===== src/design/skct_pkg.sv =====
// ----------------------------------------------------------------------------
// skct_pkg
// Shared types and constants of the sorted key cache table.
// ----------------------------------------------------------------------------
package skct_pkg;

   localparam int CAPACITY_DEF  = 2048;
   localparam int SWEEP_MIN_DEF = 1024;

   localparam logic [1:0] CMD_ACCESS   = 2'd0;
   localparam logic [1:0] CMD_REMOVE   = 2'd1;
   localparam logic [1:0] CMD_CLEAR    = 2'd2;
   localparam logic [1:0] CMD_RESERVED = 2'd3;

   localparam logic [3:0] ST_HIT       = 4'd0;
   localparam logic [3:0] ST_MISMATCH  = 4'd1;
   localparam logic [3:0] ST_INSERTED  = 4'd2;
   localparam logic [3:0] ST_LOAD_FAIL = 4'd3;
   localparam logic [3:0] ST_FULL      = 4'd4;
   localparam logic [3:0] ST_REMOVED   = 4'd5;
   localparam logic [3:0] ST_NOT_FOUND = 4'd6;
   localparam logic [3:0] ST_INVALID   = 4'd7;
   localparam logic [3:0] ST_CLEARED   = 4'd8;

   localparam logic REG_BALANCE_LIMIT = 1'b0;
   localparam logic REG_CHECK_POINT   = 1'b1;

   // Operation the row of cells performs.
   typedef enum logic [2:0] {
      OP_HOLD,
      OP_INSERT,
      OP_REMOVE,
      OP_MARK,
      OP_UNREF
   } cell_op_type;

   typedef enum logic [2:0] {
      S_IDLE,
      S_DECIDE,
      S_SWEEP,
      S_DONE
   } state_type;

   typedef struct packed {
      logic [31:0] key;
      logic [7:0]  etype;
      logic        refd;
   } entry_type;

endpackage


===== src/design/skct_cell.sv =====
// ----------------------------------------------------------------------------
// skct_cell
// One table slot: holds an entry and takes its neighbours' entries on shifts.
// ----------------------------------------------------------------------------
module skct_cell (
   input  logic                 clock,
   input  skct_pkg::cell_op_type op,
   input  logic                 at_or_above,   // slot takes part in the shift
   input  logic                 at_target,
   input  logic                 lower_above,   // left neighbour shifts too
   input  skct_pkg::entry_type  new_entry,
   input  skct_pkg::entry_type  left_entry,
   input  skct_pkg::entry_type  right_entry,
   output skct_pkg::entry_type  entry_out
);
   skct_pkg::entry_type entry_ff, entry_in;

   always_comb begin
      entry_in = entry_ff;
      unique case (op)
         skct_pkg::OP_INSERT: begin
            if (at_target) entry_in = new_entry;
            else if (at_or_above && lower_above) entry_in = left_entry;
         end
         skct_pkg::OP_REMOVE: begin
            if (at_or_above) entry_in = right_entry;
         end
         skct_pkg::OP_MARK: begin
            if (at_target) entry_in.refd = 1'b1;
         end
         skct_pkg::OP_UNREF: begin
            entry_in.refd = 1'b0;
         end
         default: entry_in = entry_ff;
      endcase
   end

   always_ff @(posedge clock) begin
      entry_ff <= entry_in;
   end

   assign entry_out = entry_ff;
endmodule


===== config.mk =====
export PLATFORM = sky130hd
export DESIGN_NAME = skct_cell
export DESIGN_NICKNAME = d
export VERILOG_FILES = /design/src/design/skct_pkg.sv /design/src/design/skct_cell.sv
export SDC_FILE = /design/constraint.sdc
export NUM_CORES = 1
export LEC_CHECK = 0
export ABC_CLOCK_PERIOD_IN_PS = 7950
export BUFFER_PORTS_ARGS = -buffer_cell sky130_fd_sc_hd__buf_2
export CELL_PAD_IN_SITES_DETAIL_PLACEMENT = 0
export CELL_PAD_IN_SITES_GLOBAL_PLACEMENT = 1
export CORE_MARGIN = 1
export CORE_UTILIZATION = 28
export DETAILED_ROUTE_END_ITERATION = 8
export HOLD_SLACK_MARGIN = 0.1
export PLACE_DENSITY = 0.89
export SLEW_MARGIN = 10
export SYNTH_ARGS = -nofsm -noshare
export SYNTH_HDL_FRONTEND = slang
export SYNTH_SLANG_ARGS = --single-unit

===== constraint.sdc =====
create_clock -name clock -period 7.95 [get_ports clock]
set_clock_uncertainty 0.05 [all_clocks]
set_input_delay 2.385 -clock clock [delete_from_list [all_inputs] [get_ports clock]]
set_output_delay 2.385 -clock clock [all_outputs]
set_load 0.01 [all_outputs]

==> out/metrics.cfg <==
[sta]
final-max-slew-violation-count=0
fin_crit_ns=4.151
achievable-frequency_mhz=240.9
finish_stage_setup_viols=0
final_period_util=0.5222
slew-limit-headroom=0.5261
grt_setup_unrepaired=no
setup_total_negative_slack_ns=0
whs_ns=2.373
layout_setup_ws_ns=3.799
finalHoldViolations=0
tightestPinTransition_ns=0.7109

[worst_hold_path]
timing.hold.worst.class=input port to flop

[cts]
cts_tree=yes
root_buffer=sky130_fd_sc_hd__clkbuf_8
clock_tree.htree_level_count=2
cts_max_path_buffers=2
clkTransAtPathRegs_ns=0.07
ctsResizeCount=0
clock_sinks=41
cts_buffers=5
ctsHoldBuffers=0
post_cts_buffers=0

[die]
core_box_area_um2=7408
die_area_um2=8214
die_height_um=90.63
std_cell_rows=31
start_util=0.2969
die_w_um=90.63
num_io_pins=171

[setup_path]
start_kind=input port
criticalPathCategory=input port to flop
timing.critical_path.cells=buf_2 -> buf_4 -> a21oi_1 -> o41ai_2 -> buf_4
crit_fanout=28
required_ns=7.87
slowest_stage=sky130_fd_sc_hd__buf_4
worstSetupEndpointType=flop
cp_common_cell=sky130_fd_sc_hd__buf_4
timing.critical_path.arrival_ns=4.07
cp_slowest_stage_delay_ns=0.50

[detailed_routing]
drtIter0Drc=51
vias_per_cell=4.428
maxUsedRoutingLayer=met4
ant_nets=0
wl_met3_um=458
drt-pass1-iter-count=4
via_count=2019
wl_met1_um=2145
remaining_design_rule_violation_count=0
routed-wl-met2_um=2715
drt-wirelength-per-cell_um=11.79
wl_final_um=5375

[power_and_ir_drop]
powerDensity_nw_per_um2=153.5
p_leak_nw=1.542
power.ir.vdd_worst_mv=0.05217

[final_layout]
drive_gt1_frac=0.5126
largest_register_ffs=41
final_net_count=486
antennaDiodeCount=0
area.growth.synth_to_final_pct=43.97

[logic_synthesis]
syn_area_um2=2200
syn_inst=189
avgSynthCellArea_um2=11.64
ys_seq_elements=41
post_synth_num_cell_types=15
synth_warnings=0
syn_nets=319
synth.yosys.seq_area_share=0.5597

[global_routing]
initial_antenna_violation_count=0
grt.overflow.total=0
track_usage=0.1317
grt_first_pass_wirelength_um=8597
grt_max_degree=81
grt_pass1_vias=1911

[flow_run]
max_cap_viol_count=0

[run_status]
run_status=finished clean

[place]
post-dp-hpwl_um=4193
place.port_buffers=170
gp_routability_congestion=0.7355
placement.setup.worst_slack_ns=3.458

==> worst paths after layout <==
kind / startpoint / cells after the start / endpoint / slack (ns)
min: right_entry[7] / 3 / entry_out[7] / 2.37
max: at_target / 5 / entry_out[24] / 3.80
==> worst max-delay path, delay by kind of cell <==
kind / cells / cell delay, ns
AO/OA/AOI/OAI: 2 / 0.42
buffers and inverters: 3 / 1.24
==> through the flow <==
stage,area (um^2),total power [mW],cells,util
after floorplan,2200,0.3177,189,-
after detailed placement,3085,0.3675,448,0.4165
after CTS,3167,0.4952,456,0.4275
final,3167,0.4861,456,0.4275
after global routing,3167,0.5135,456,0.4275
after global placement,3085,0.3649,448,0.4165
==> layer usage <==
| metal | GRT usage | vias up |
|---|---|---|
| li1 | - | 1024 |
| met1 | 0.1485 | 885 |
| met2 | 0.2361 | 104 |
| met3 | 0.04377 | 6 |
| met4 | 0.03495 | 0 |
| met5 | 0 | - |
==> synth_stat cells <==
| cell | count | area, um^2 |
|---|---|---|
| sky130_fd_sc_hd__a21oi_1 | 42 | 210.2 |
| sky130_fd_sc_hd__o31ai_1 | 1 | 7.510 |
| sky130_fd_sc_hd__o41ai_1 | 1 | 8.760 |
| sky130_fd_sc_hd__or3b_2 | 1 | 8.760 |
| sky130_fd_sc_hd__edfxtp_1 | 41 | 1231 |
| sky130_fd_sc_hd__nand3_1 | 1 | 5.000 |
| sky130_fd_sc_hd__a31oi_1 | 1 | 6.260 |
| sky130_fd_sc_hd__buf_6 | 9 | 101.4 |
| sky130_fd_sc_hd__buf_2 | 5 | 25.02 |
| sky130_fd_sc_hd__inv_1 | 2 | 7.510 |
| sky130_fd_sc_hd__or3b_1 | 1 | 8.760 |
| sky130_fd_sc_hd__nor2_1 | 41 | 153.9 |
| sky130_fd_sc_hd__o311ai_0 | 1 | 8.760 |
| sky130_fd_sc_hd__mux2i_1 | 41 | 410.4 |
| sky130_fd_sc_hd__nand2b_1 | 1 | 6.260 |
==> layout by cell type, fill, tap and decap left out, drive strengths merged <==
cell type / synthesis / layout
clkinv: 0 / 3
mux2i: 41 / 41
o311ai: 1 / 1
nand3: 1 / 1
buf: 14 / 174
a31oi: 1 / 1
nor2: 41 / 41
clkbuf: 0 / 5
edfxtp: 41 / 41
o41ai: 1 / 1
a21oi: 42 / 42
nand2b: 1 / 1
or3b: 2 / 2
o31ai: 1 / 1
inv: 2 / 2
==> kinds of logic (layout without fill, tap and decap cells) <==
kind of cell	count (synthesis)	in the layout	share of synthesized area
AOI/OAI and AO/OA	46	46	0.1098
DFF	41	41	0.5597
and+or+nand+nor	45	45	0.08305
muxes	41	41	0.1866
buffers and inverters	16	184	0.06087
==> report_power, final <==
group | internal, mW | switching, mW
clock | 0.0591 | 0.0662
sequential | 0.258 | 0.00313
combinational | 0.0512 | 0.0487
total | 0.368 | 0.118
==> final cells by class <==
type | instances | area [um^2]
clock inverter | 3 | 12.51
sequential | 41 | 1231
multi-input combinational | 132 | 842.1
tap | 99 | 123.9
fill | 738 | 4242
timing repair buffer | 174 | 880.8
inverter | 2 | 7.507
clock buffer | 5 | 68.82
No activity file was read; power rests on OpenSTA's default activity.
